**config.mk**
```make
export PLATFORM = sky130hd
export DESIGN_NAME = marker_framed_word_receiver_flat
export DESIGN_NICKNAME = d
export VERILOG_FILES = /design/src/design/mfwr_pkg.sv /design/src/design/mfwr_channels.sv /design/src/design/mfwr_datapath.sv /design/src/design/mfwr_controller.sv /design/src/design/marker_framed_word_receiver.sv /design/src/flat_wrapper.sv
export VERILOG_INCLUDE_DIRS = /design/src /design/src/design
export SDC_FILE = /design/constraint.sdc
export NUM_CORES = 1
export LEC_CHECK = 0
export BUFFER_PORTS_ARGS = -buffer_cell sky130_fd_sc_hd__buf_2
export CORE_MARGIN = 3
export CORE_UTILIZATION = 52
export DETAILED_ROUTE_END_ITERATION = 7
export PLACE_DENSITY_LB_ADDON = 0.3
export SKIP_CTS_REPAIR_TIMING = 1
export SKIP_LAST_GASP = 1
export SYNTH_ARGS = -nofsm -noshare
export SYNTH_HDL_FRONTEND = slang
export SYNTH_HIERARCHICAL = 1
export SYNTH_SLANG_ARGS = --single-unit
```
**constraint.sdc**
```tcl
create_clock -name clock -period 9.1 [get_ports clock]
set_input_delay 0.455 -clock clock [delete_from_list [all_inputs] [get_ports clock]]
set_output_delay 0.455 -clock clock [all_outputs]
set_load 0.005 [all_outputs]
```
**src/design/marker_framed_word_receiver_defines.svh**
```systemverilog
// ---------------------------------------------------------------------------
// marker framed word receiver assertion macros
// concurrent checks on clock, disabled while reset is high
// ---------------------------------------------------------------------------
`ifndef MARKER_FRAMED_WORD_RECEIVER_DEFINES_SVH
`define MARKER_FRAMED_WORD_RECEIVER_DEFINES_SVH

`ifndef SYNTHESIS

`define MFWR_ASSERT_IMPLY(label, ante, cons) \
   label: assert property (@(posedge clock) disable iff (reset) (ante) |-> (cons)) \
      else $error("mfwr check failed");

`define MFWR_ASSERT_NEXT(label, ante, cons) \
   label: assert property (@(posedge clock) disable iff (reset) (ante) |=> (cons)) \
      else $error("mfwr check failed");

`else

`define MFWR_ASSERT_IMPLY(label, ante, cons)

`define MFWR_ASSERT_NEXT(label, ante, cons)

`endif

`endif

```
**src/design/mfwr_pkg.sv**
```systemverilog
// ---------------------------------------------------------------------------
// mfwr_pkg
// shared types and constants of the marker framed word receiver
// ---------------------------------------------------------------------------
package mfwr_pkg;

   localparam int BYTE_W      = 8;
   localparam int WORD_W      = 32;
   localparam int POS_W       = 6;
   localparam int CSR_INDEX_W = 1;
   localparam int CSR_DATA_W  = 8;
   localparam int PHASE_W     = 2;

   localparam logic [BYTE_W-1:0] RECORD_SIZE        = 8'd4;
   localparam logic [BYTE_W-1:0] START_MARKER_RESET = 8'd3;
   localparam logic [BYTE_W-1:0] END_MARKER_RESET   = 8'd4;

   localparam logic [CSR_INDEX_W-1:0] CSR_START_MARKER = 1'b0;
   localparam logic [CSR_INDEX_W-1:0] CSR_END_MARKER   = 1'b1;

   typedef struct packed {
      logic clear_count;
      logic start_record;
      logic take_byte;
      logic store_word;
      logic drain_start;
      logic drain_read;
   } ctl_cmd_type;

   typedef struct packed {
      logic is_start;
      logic is_end;
      logic is_size;
      logic last_byte;
      logic count_last;
      logic out_last;
   } ctl_sts_type;

endpackage

```
**src/design/mfwr_channels.sv**
```systemverilog
// ---------------------------------------------------------------------------
// mfwr channel interfaces
// valid/ready channels for received bytes and emitted words
// ---------------------------------------------------------------------------
interface mfwr_req_if;
   import mfwr_pkg::*;

   logic              valid;
   logic              ready;
   logic [BYTE_W-1:0] rx_byte;

   modport source (output valid, output rx_byte, input ready);
   modport sink   (input valid, input rx_byte, output ready);
endinterface

interface mfwr_rsp_if;
   import mfwr_pkg::*;

   logic                     valid;
   logic                     ready;
   logic signed [WORD_W-1:0] word_value;
   logic [POS_W-1:0]         word_position;
   logic                     last_of_frame;

   modport source (output valid, output word_value, output word_position,
                   output last_of_frame, input ready);
   modport sink   (input valid, input word_value, input word_position,
                   input last_of_frame, output ready);
endinterface

```
**src/design/mfwr_datapath.sv**
```systemverilog
// ---------------------------------------------------------------------------
// mfwr_datapath
// marker registers, word assembly, value store and output registers
// ---------------------------------------------------------------------------
module mfwr_datapath #(
   parameter int FRAME_WORDS = 10
) (
   input  logic                              clock,
   input  logic                              reset,
   input  logic                              csr_we,
   input  logic [mfwr_pkg::CSR_INDEX_W-1:0]  csr_index,
   input  logic [mfwr_pkg::CSR_DATA_W-1:0]   csr_wdata,
   input  logic [mfwr_pkg::BYTE_W-1:0]       rx_byte,
   input  mfwr_pkg::ctl_cmd_type             cmd,
   output mfwr_pkg::ctl_sts_type             sts,
   output logic signed [mfwr_pkg::WORD_W-1:0] word_value,
   output logic [mfwr_pkg::POS_W-1:0]        word_position,
   output logic                              last_of_frame
);
   import mfwr_pkg::*;

   localparam int IDX_W = (FRAME_WORDS > 1) ? $clog2(FRAME_WORDS) : 1;
   localparam logic [IDX_W-1:0] LAST_IDX = IDX_W'(FRAME_WORDS - 1);

   logic [BYTE_W-1:0] start_marker_ff;
   logic [BYTE_W-1:0] end_marker_ff;
   logic [WORD_W-1:0] asm_ff;
   logic [1:0]        bytes_ff;
   logic [IDX_W-1:0]  wr_idx_ff;
   logic [IDX_W-1:0]  rd_idx_ff;
   logic [WORD_W-1:0] out_word_ff;
   logic [POS_W-1:0]  out_pos_ff;
   logic              out_last_ff;
   logic [WORD_W-1:0] store_mem [FRAME_WORDS];
   logic [WORD_W-1:0] word_in;

   assign word_in = {rx_byte, asm_ff[WORD_W-1:BYTE_W]};

   always_ff @(posedge clock) begin
      if (reset) begin
         start_marker_ff <= START_MARKER_RESET;
         end_marker_ff   <= END_MARKER_RESET;
      end else if (csr_we) begin
         unique case (csr_index)
            CSR_START_MARKER: start_marker_ff <= csr_wdata;
            CSR_END_MARKER:   end_marker_ff   <= csr_wdata;
            default: ;
         endcase
      end
   end

   always_ff @(posedge clock) begin
      if (reset) begin
         asm_ff    <= '0;
         bytes_ff  <= '0;
         wr_idx_ff <= '0;
         rd_idx_ff <= '0;
      end else begin
         if (cmd.start_record) begin
            asm_ff   <= '0;
            bytes_ff <= '0;
         end else if (cmd.take_byte) begin
            asm_ff   <= word_in;
            bytes_ff <= bytes_ff + 2'd1;
         end
         if (cmd.clear_count) begin
            wr_idx_ff <= '0;
         end else if (cmd.store_word) begin
            wr_idx_ff <= wr_idx_ff + 1'b1;
         end
         if (cmd.drain_start) begin
            rd_idx_ff <= '0;
         end else if (cmd.drain_read) begin
            rd_idx_ff <= rd_idx_ff + 1'b1;
         end
      end
   end

   // value store, one write and one registered read port
   always_ff @(posedge clock) begin
      if (cmd.store_word) begin
         store_mem[wr_idx_ff] <= word_in;
      end
      if (cmd.drain_read) begin
         out_word_ff <= store_mem[rd_idx_ff];
         out_pos_ff  <= POS_W'(rd_idx_ff);
         out_last_ff <= (rd_idx_ff == LAST_IDX);
      end
   end

   always_comb begin
      sts.is_start   = (rx_byte == start_marker_ff);
      sts.is_end     = (rx_byte == end_marker_ff);
      sts.is_size    = (rx_byte == RECORD_SIZE);
      sts.last_byte  = (bytes_ff == 2'd3);
      sts.count_last = (wr_idx_ff == LAST_IDX);
      sts.out_last   = out_last_ff;
   end

   assign word_value    = out_word_ff;
   assign word_position = out_pos_ff;
   assign last_of_frame = out_last_ff;

endmodule

```
**src/design/mfwr_controller.sv**
```systemverilog
// ---------------------------------------------------------------------------
// mfwr_controller
// frame parsing state machine and result drain sequencing
// ---------------------------------------------------------------------------
`include "marker_framed_word_receiver_defines.svh"

module mfwr_controller (
   input  logic                  clock,
   input  logic                  reset,
   input  logic                  req_valid,
   output logic                  req_ready,
   output logic                  rsp_valid,
   input  logic                  rsp_ready,
   output mfwr_pkg::ctl_cmd_type cmd,
   input  mfwr_pkg::ctl_sts_type sts
);
   import mfwr_pkg::*;

   typedef enum logic [2:0] {
      S_HUNT,
      S_SIZE,
      S_PAYLOAD,
      S_END,
      S_READ,
      S_SHOW
   } state_type;

   state_type state_ff;
   logic      rsp_valid_ff;
   logic      take;

   assign req_ready = (state_ff != S_READ) && (state_ff != S_SHOW);
   assign rsp_valid = rsp_valid_ff;
   assign take      = req_valid && req_ready;

   always_comb begin
      cmd = '0;
      unique case (state_ff)
         S_HUNT:    cmd.clear_count  = take && sts.is_start;
         S_SIZE:    cmd.start_record = take && sts.is_size;
         S_PAYLOAD: begin
            cmd.take_byte  = take;
            cmd.store_word = take && sts.last_byte;
         end
         S_END:     cmd.drain_start  = take && sts.is_end;
         S_READ:    cmd.drain_read   = 1'b1;
         S_SHOW:    ;
         default:   ;
      endcase
   end

   always_ff @(posedge clock) begin
      if (reset) begin
         state_ff     <= S_HUNT;
         rsp_valid_ff <= 1'b0;
      end else begin
         unique case (state_ff)
            S_HUNT: begin
               if (take && sts.is_start) state_ff <= S_SIZE;
            end
            S_SIZE: begin
               if (take) state_ff <= sts.is_size ? S_PAYLOAD : S_HUNT;
            end
            S_PAYLOAD: begin
               if (take && sts.last_byte) state_ff <= sts.count_last ? S_END : S_SIZE;
            end
            S_END: begin
               if (take && sts.is_end) state_ff <= S_READ;
            end
            S_READ: begin
               rsp_valid_ff <= 1'b1;
               state_ff     <= S_SHOW;
            end
            S_SHOW: begin
               if (rsp_ready) begin
                  rsp_valid_ff <= 1'b0;
                  state_ff     <= sts.out_last ? S_HUNT : S_READ;
               end
            end
            default: state_ff <= S_HUNT;
         endcase
      end
   end

   `MFWR_ASSERT_IMPLY(a_no_input_while_showing, rsp_valid_ff, !req_ready)
   `MFWR_ASSERT_NEXT(a_read_then_show, cmd.drain_read, rsp_valid_ff)
   `MFWR_ASSERT_NEXT(a_full_frame_to_end, cmd.store_word && sts.count_last, state_ff == S_END)

endmodule

```
**src/design/marker_framed_word_receiver.sv**
```systemverilog
// ---------------------------------------------------------------------------
// marker_framed_word_receiver
// parses start marker, size-prefixed 32-bit records and end marker, then
// emits the stored words of a complete frame in order
// ---------------------------------------------------------------------------
//  channel   direction  payload
//  req_chan  in         rx_byte
//  rsp_chan  out        word_value, word_position, last_of_frame
//  csr_*     in         start_marker (index 0), end_marker (index 1)
//
//  one received byte accepted per cycle while parsing
//  an end marker starts a drain of FRAME_WORDS words, each read through the
//  single store read port and then held until taken, no byte transfer during the drain
//  rsp stalls hold the current word and extend the drain
//  synchronous reset returns to hunting with markers 3 and 4
// ---------------------------------------------------------------------------
module marker_framed_word_receiver #(
   parameter int FRAME_WORDS = 10
) (
   input  logic                             clock,
   input  logic                             reset,
   mfwr_req_if.sink                         req_chan,
   mfwr_rsp_if.source                       rsp_chan,
   input  logic                             csr_we,
   input  logic [mfwr_pkg::CSR_INDEX_W-1:0] csr_index,
   input  logic [mfwr_pkg::CSR_DATA_W-1:0]  csr_wdata
);
   import mfwr_pkg::*;

   ctl_cmd_type cmd;
   ctl_sts_type sts;

   mfwr_controller u_ctl (
      .clock     (clock),
      .reset     (reset),
      .req_valid (req_chan.valid),
      .req_ready (req_chan.ready),
      .rsp_valid (rsp_chan.valid),
      .rsp_ready (rsp_chan.ready),
      .cmd       (cmd),
      .sts       (sts)
   );

   mfwr_datapath #(
      .FRAME_WORDS (FRAME_WORDS)
   ) u_dp (
      .clock         (clock),
      .reset         (reset),
      .csr_we        (csr_we),
      .csr_index     (csr_index),
      .csr_wdata     (csr_wdata),
      .rx_byte       (req_chan.rx_byte),
      .cmd           (cmd),
      .sts           (sts),
      .word_value    (rsp_chan.word_value),
      .word_position (rsp_chan.word_position),
      .last_of_frame (rsp_chan.last_of_frame)
   );

endmodule

```
**src/flat_wrapper.sv**
```systemverilog
// flat-port wrapper written by rule: the top's interface ports become plain ports
module marker_framed_word_receiver_flat import mfwr_pkg::*;
#(
   parameter int FRAME_WORDS = 10
)
  (clock, reset, csr_we, csr_index, csr_wdata, req_chan_valid, req_chan_rx_byte, req_chan_ready, rsp_chan_valid, rsp_chan_word_value, rsp_chan_word_position, rsp_chan_last_of_frame, rsp_chan_ready);
  mfwr_req_if req_chan_i ();
  mfwr_rsp_if rsp_chan_i ();
  input  logic clock;
  input  logic reset;
  input  logic csr_we;
  input  logic [mfwr_pkg::CSR_INDEX_W-1:0] csr_index;
  input  logic [mfwr_pkg::CSR_DATA_W-1:0] csr_wdata;
  input wire logic [$bits(req_chan_i.valid)-1:0] req_chan_valid;
  input wire logic [$bits(req_chan_i.rx_byte)-1:0] req_chan_rx_byte;
  output wire logic [$bits(req_chan_i.ready)-1:0] req_chan_ready;
  output wire logic [$bits(rsp_chan_i.valid)-1:0] rsp_chan_valid;
  output wire logic [$bits(rsp_chan_i.word_value)-1:0] rsp_chan_word_value;
  output wire logic [$bits(rsp_chan_i.word_position)-1:0] rsp_chan_word_position;
  output wire logic [$bits(rsp_chan_i.last_of_frame)-1:0] rsp_chan_last_of_frame;
  input wire logic [$bits(rsp_chan_i.ready)-1:0] rsp_chan_ready;
  assign req_chan_i.valid = req_chan_valid;
  assign req_chan_i.rx_byte = req_chan_rx_byte;
  assign req_chan_ready = req_chan_i.ready;
  assign rsp_chan_valid = rsp_chan_i.valid;
  assign rsp_chan_word_value = rsp_chan_i.word_value;
  assign rsp_chan_word_position = rsp_chan_i.word_position;
  assign rsp_chan_last_of_frame = rsp_chan_i.last_of_frame;
  assign rsp_chan_i.ready = rsp_chan_ready;
  marker_framed_word_receiver #(.FRAME_WORDS(FRAME_WORDS)) u_core (.clock(clock), .reset(reset), .req_chan(req_chan_i), .rsp_chan(rsp_chan_i), .csr_we(csr_we), .csr_index(csr_index), .csr_wdata(csr_wdata));
endmodule
```
==> impl_metrics.toml, run 1 <==
[outcome]
status = "completed"

[drt]
ant_nets = 0
viasPerCell = 5.82
vias = 8529
first_pass_iters = 5
wl_met2_um = 15300
top_layer_used = "met4"
drtIter0Drc = 636
wl_per_cell_um = 21.8
drt_wl_total_um = 31900
wl_met1_um = 14100
drc = 0
wl_met3_um = 1770

[cts]
cts_buffers = 42
h-tree-depth = 2
worst_skew_pair.late_latency_ns = 0.53
cts_sinks = 411
clk_pin_slew_ns = 0.06
clk_path_buf_depth = 3
cts_tree = "built"
cts_root_buf = "clkbuf_16"

[hold_path]
hold_end = "u_core/u_dp/start_marker_ff[0]"
holdCritStartpoint = "csr_wdata[0]"
min_path_type = "in2reg"
whs_path_depth = 3

[sta]
max-slew-margin-rel_pct = 14.7
post-route-min-period_ns = 3.59
setup_tns_ns = 0
whs_ns = 0.168
max_freq_mhz = 279
rsz0062_at_grt = "false"
setup_viol = 0
hold_violations = 0
post-route-period-util_pct = 39.4
clock_skew_ns = 0.0153
worst_pin_slew_ns = 1.28
maxSlewViolCount = 0

[synthesis]
ys_seq_elements = 411
synth_edf_count = 357
syn_area_mm2 = 0.0161
yosys.area.top_type = "edfxtp_1"
syn_inst = 978
synth_top_area_share_pct = 66.4
async_reset_ff_share_pct = 0
synth_ff_type = "edfxtp_1"
yosys_warnings = 6
synth_cell_types = 47
seq_area_frac_synth_pct = 73.1
yosys-top-cells-area = "edfxtp_1, dfxtp_1, mux2i_1, mux2_2, a22o_1"
syn_avg_cell_area_um2 = 16.5

[worst_setup_path]
worstReg2RegStart = "u_core/u_dp/rd_idx_ff[0]"
cpMostUsedCell = "buf_4"
critPathMaxFanout = 63
crit_required_ns = 9.34
endpoint_kind = "flip-flop"
path_class = "reg2reg"
startpoint_type = "flip-flop"
crit_chain = "buf_4, buf_4, mux2_2, o22ai_1, o31ai_2"
crit_buf_inv = 2
r2r_end = "u_core/u_dp/word_value[26]"
reg2reg_slack_ns = 5.51
cp_slowest_cell = "dfxtp_4"
cp_top_family = "buffers and inverters"
cpPeakStageDelay_ns = 0.88
reg2reg_depth = 5
worstPathArrival_ns = 3.83

[power]
vdd_drop_max_mv = 0.147
comb_power_share_pct = 13.9
internal-power_uw = 3380
clockPowerShare_pct = 36.2
seqPwrFrac_pct = 49.9
sw_frac_of_total_pct = 23.7
switchingPower_uw = 1050
total_power_uw = 4440
p_per_area_mw_per_mm2 = 245
p_leak_uw = 0.00625

[placement]
dpl.hpwl_um = 17500
gp_congestion = 0.755
portBuffers = 60

[global_route]
grt_pass1_wl_um = 50000
grt_pass1_vias = 8706
grt_start_max_net_pins = 64
grtUsageTotal_pct = 19.3
antenna_found_initial = 0
overflow = 0

[finish]
final_cell_mix = "edfxtp_1, mux2i_1, mux2_2"
layout_commonest_cell = "edfxtp_1"
layout-drive-gt1-share_pct = 22.8
syn2layout_area_growth_pct = 12.3
nets = 1071
fill_cells = 2232
antenna-diode-count = 0

[floorplanning]
core_area_mm2 = 0.0301
fp-row-count = 63
chipHeight_um = 182
die_area_mm2 = 0.0332
pin_count = 63
die_w_um = 182
initial_utilization_pct = 53.6

[job]
maxCapViolCount = 0
==> metal layers <==
metal	track usage, %	vias to the layer above
met5	0	-
met3	3.73	60
met2	31.4	232
met1	26.8	4342
li1	-	3895
met4	5.39	0
==> cell usage after synthesis, drive strengths merged (2+ instances only) <==
library cell / count
clkbuf: 30
inv: 5
nor2: 42
mux2i: 91
ha: 7
nand2b: 7
nor2b: 3
mux2: 96
xor2: 4
a311oi: 2
and3: 3
and2: 4
buf: 28
o22ai: 32
dfxtp: 54
nand4: 6
xnor2: 19
a22o: 32
a21oi: 16
a21o: 2
nor3: 8
nand3: 8
nand2: 65
o31ai: 32
nand3b: 5
a2111oi: 3
or2: 2
edfxtp: 357
nor3b: 4
==> registers in the layout (all words and copies together), names as in the netlist <==
register / flops
u_core/u_ctl/rsp_valid: 1
u_core/u_ctl/state_ff: 3
u_core/u_dp/asm_ff: 24
u_core/u_dp/bytes_ff: 2
u_core/u_dp/end_marker_ff: 8
u_core/u_dp/last_of_frame: 1
u_core/u_dp/rd_idx_ff: 4
u_core/u_dp/start_marker_ff: 8
u_core/u_dp/store_mem: 320
u_core/u_dp/word_position: 4
u_core/u_dp/word_value: 32
u_core/u_dp/wr_idx_ff: 4
==> power by group through the flow <==
stage	Sequential, uW	Combinational (uW)	Clock [uW]
after floorplan	2200	511	0
after global placement	2250	614	0
after CTS	2220	624	1630
final	2220	618	1610
after detailed placement	2260	624	0
after global routing	2230	667	1720
==> stage by stage <==
stage / setup WS (ns) / util [%] / cell area [um^2] / cells
4_1_cts: 5.51 / 60.2 / 18100 / 1465
2_1_floorplan: 4.62 / - / 16100 / 979
3_5_place_dp: 5.49 / 55.9 / 16800 / 1388
5_1_grt: 5.32 / 60.2 / 18100 / 1465
3_3_place_gp: 5.55 / 55.9 / 16800 / 1388
6_report: 5.51 / 60.2 / 18100 / 1465
==> worst max-delay path by stage <==
stage	slack (ns)	start	depth (start not counted)	endpoint
2_1_floorplan	4.62	u_core/u_ctl/state_ff[2]	5	u_core/u_dp/rd_idx_ff[3]
3_3_place_gp	5.55	u_core/u_dp/rd_idx_ff[0]	5	u_core/u_dp/word_value[28]
3_5_place_dp	5.49	u_core/u_dp/rd_idx_ff[0]	5	u_core/u_dp/word_value[21]
4_1_cts	5.51	u_core/u_dp/rd_idx_ff[0]	5	u_core/u_dp/word_value[21]
5_1_grt	5.32	u_core/u_dp/rd_idx_ff[0]	5	u_core/u_dp/word_value[27]
6_report	5.51	u_core/u_dp/rd_idx_ff[0]	5	u_core/u_dp/word_value[26]
==> worst min-delay path: stages <==
cell and delay [ns]:
buf_2 0.09, nand2_1 0.04, nand3b_1 0.06
==> area by class of cell <==
cell class,instances,area [um^2],share of cell area (%)
Inverter,5,18.8,0.104
Tap cell,390,488,2.69
Timing Repair Buffer,77,428,2.36
Clock inverter,10,48.8,0.269
Sequential cell,411,11800,65.1
Multi-Input combinational cell,505,4080,22.5
Clock buffer,67,1260,6.93
==> kinds of logic (layout without fill, tap and decap cells) <==
group | count (synthesis) | count (layout) | share of synthesized area [%]
AO/OA/AOI/OAI | 125 | 125 | 6.15
other | 1 | 2 | 0.0232
XOR/XNOR | 23 | 23 | 1.25
flip-flops | 411 | 411 | 73.1
multiplexers | 187 | 187 | 12.3
adder cells (fa/ha/maj) | 7 | 7 | 0.543
AND/OR/NAND/NOR | 161 | 161 | 4.57
buffers and inverters | 63 | 159 | 1.99
(Power assumes the default switching activity.)
==> inputs of run 2 (changes only) <==
--- a/config.mk
+++ b/config.mk
@@ -6,6 +6,7 @@
 export SDC_FILE = /design/constraint.sdc
 export NUM_CORES = 1
 export LEC_CHECK = 0
+export ABC_AREA = 1
 export BUFFER_PORTS_ARGS = -buffer_cell sky130_fd_sc_hd__buf_2
 export CORE_MARGIN = 3
 export CORE_UTILIZATION = 52
==> constraint.sdc (replaced) <==
create_clock -name clock -period 3.3 [get_ports clock]
set_input_delay 0.165 -clock clock [delete_from_list [all_inputs] [get_ports clock]]
set_output_delay 0.165 -clock clock [all_outputs]
set_load 0.005 [all_outputs]
==> impl_metrics.toml, run 2 <==
[outcome]
status = "completed"

[finish]
final_cell_mix = "nand2_1, edfxtp_1, inv_1"
antenna-diode-count = 0
largest_reg_flops = 320
top_register = "u_core/u_dp/store_mem"
fill_cells = 2618
nets = 1695
layout-drive-gt1-share_pct = 11.0
syn2layout_area_growth_pct = 13.6
final_cell_area_mm2 = 0.0193
seq_area_mm2 = 0.0118
stdcell_count = 2132
multiInputGateArea_mm2 = 0.00404
layout_commonest_cell = "nand2_1"

[synthesis]
synth_most_common_cell = "nand2_1"
async_reset_ff_share_pct = 0
syn_avg_cell_area_um2 = 10.6
yosys-top-cells-area = "edfxtp_1, nand2_1, dfxtp_1, nand3_1, inv_1"
synth_cell_types = 31
ys_seq_elements = 411
yosys_warnings = 6
syn_area_mm2 = 0.0170
synth_edf_count = 357
synth_ff_type = "edfxtp_1"
syn_inst = 1598
synth_top_area_share_pct = 63.1
yosys-top-cells-count = "nand2_1, edfxtp_1, inv_1"
yosys.area.top_type = "edfxtp_1"
seq_area_frac_synth_pct = 69.5

[drt]
drt_wl_total_um = 37100
vias = 11200
wl_per_cell_um = 17.4
drc = 0
viasPerCell = 5.26
drtIter0Drc = 925
first_pass_iters = 5
ant_nets = 0

[sta]
setup_viol = 0
hold_violations = 0
worst_pin_slew_ns = 0.964
maxSlewViolCount = 0
post-route-period-util_pct = 76.2
post-route-min-period_ns = 2.52
max_freq_mhz = 397
rsz0062_at_grt = "false"
setup_tns_ns = 0
clock_skew_ns = 0.0247
max-slew-margin-rel_pct = 35.7

[placement]
dpl.hpwl_um = 20900
place_area_mm2 = 0.0178
placedCellCount = 2047
gp_congestion = 0.779
portBuffers = 60

[worst_setup_path]
endpoint_kind = "flip-flop"
crit_required_ns = 3.53
path_class = "reg2reg"
critPathMaxFanout = 19
reg2reg_depth = 7
startpoint_type = "flip-flop"
worstPathArrival_ns = 2.75

[cts]
h-tree-depth = 2
clk_pin_slew_ns = 0.06
cts_sinks = 411
worst_skew_pair.late_latency_ns = 0.55
clk_path_buf_depth = 3
cts_root_buf = "clkbuf_16"
cts_buffers = 42
cts_tree = "built"

[global_route]
grtUsageTotal_pct = 20.8
overflow = 0
grt_pass1_wl_um = 58300
grt_start_max_net_pins = 167
grt_pass1_vias = 11000
antenna_found_initial = 0

[floorplanning]
chipHeight_um = 187
fp-row-count = 65
die_area_mm2 = 0.0349
initial_utilization_pct = 53.3
die_w_um = 187
core_area_mm2 = 0.0319
pin_count = 63

[power]
p_leak_uw = 0.00775
vdd_drop_max_mv = 0.498
sw_frac_of_total_pct = 26.9
comb_power_share_pct = 15.0
p_per_area_mw_per_mm2 = 644
switchingPower_uw = 3340
internal-power_uw = 9090
clockPowerShare_pct = 37.2
seqPwrFrac_pct = 47.8

[hold_path]
min_path_type = "in2reg"
whs_path_depth = 4

[job]
maxCapViolCount = 0
[run 2: cell types whose count changed after synthesis, moves of 25 or more]
| cell | change |
|---|---|
| mux2_2 | -77 |
| o21ai_1 | +25 |
| o22ai_1 | -32 |
| inv_1 | +210 |
| nand3_1 | +189 |
| nand2_1 | +370 |
| a22o_1 | -32 |
| nor2_1 | +78 |
| mux2i_1 | -91 |
[run 2: power groups by stage]
stage / registers [uW] / logic [uW] / clock network [uW]
floorplan: 6040 / 1310 / 0
global placement: 6050 / 1820 / 0
detailed placement: 6050 / 1850 / 0
CTS: 5950 / 1860 / 4690
global route: 5970 / 2090 / 4900
finish: 5940 / 1860 / 4620
[run 2: stage by stage]
| stage | setup WS, ns | total power, uW | utilization (%) | hold WS [ns] |
|---|---|---|---|---|
| after floorplan | -0.475 | 7350 | - | 0.234 |
| after global routing | 0.633 | 13000 | 60.5 | 0.0224 |
| after global placement | 0.857 | 7870 | 55.9 | 0.384 |
| final | 0.784 | 12400 | 60.5 | 0.0120 |
| after detailed placement | 0.806 | 7900 | 55.9 | 0.389 |
| after CTS | 0.789 | 12500 | 60.2 | -0.172 |
[run 2: worst paths after layout]
check                                               startpoint                             end  slack [ns]
worst min register to register  u_core/u_dp/start_marker_ff[0]  u_core/u_dp/start_marker_ff[0]        0.48
worst max-delay path                  u_core/u_ctl/state_ff[1]    u_core/u_dp/store_mem[9][18]        0.78
worst min-delay path                                 csr_index  u_core/u_dp/start_marker_ff[1]        0.01
worst max register to register        u_core/u_ctl/state_ff[1]    u_core/u_dp/store_mem[9][18]        0.78
[run 2: critical path, stage by stage, from the launching register on]
cell and delay (ns):
dfxtp_1 0.46, nand2_1 0.14, nor2_2 0.15, inv_1 0.08
nor2_1 0.30, nand2_1 0.29, nor2_4 0.55, buf_12 0.26
[run 2: kinds of logic after synthesis]
logic type                 count (synthesis)  share of synthesized area (%)
xor gates and xnor gates                  19                          0.980
and+or+nand+nor                          781                           19.3
DFF                                      411                           69.5
other                                      1                         0.0221
AOI/OAI and AO/OA                         83                           2.48
buffers and inverters                    296                           7.20
adders and majority gates                  7                          0.516
[run 2: routing by layer]
layer	vias up	routed length [um]	GRT usage, %
li1	5368	-	-
met3	81	2470	3.31
met4	0	988	6.95
met5	-	0	0
met2	404	18200	35.4
met1	5360	15500	27.7
[run 2: cell type report]
type | instances | share of cell area [%]
clock buffer | 58 | 6.13
clock inverter | 17 | 0.889
inverter | 221 | 4.31
multi-input combinational | 892 | 21.0
sequential | 411 | 61.2
tap | 435 | 2.82
timing repair buffer | 98 | 3.68
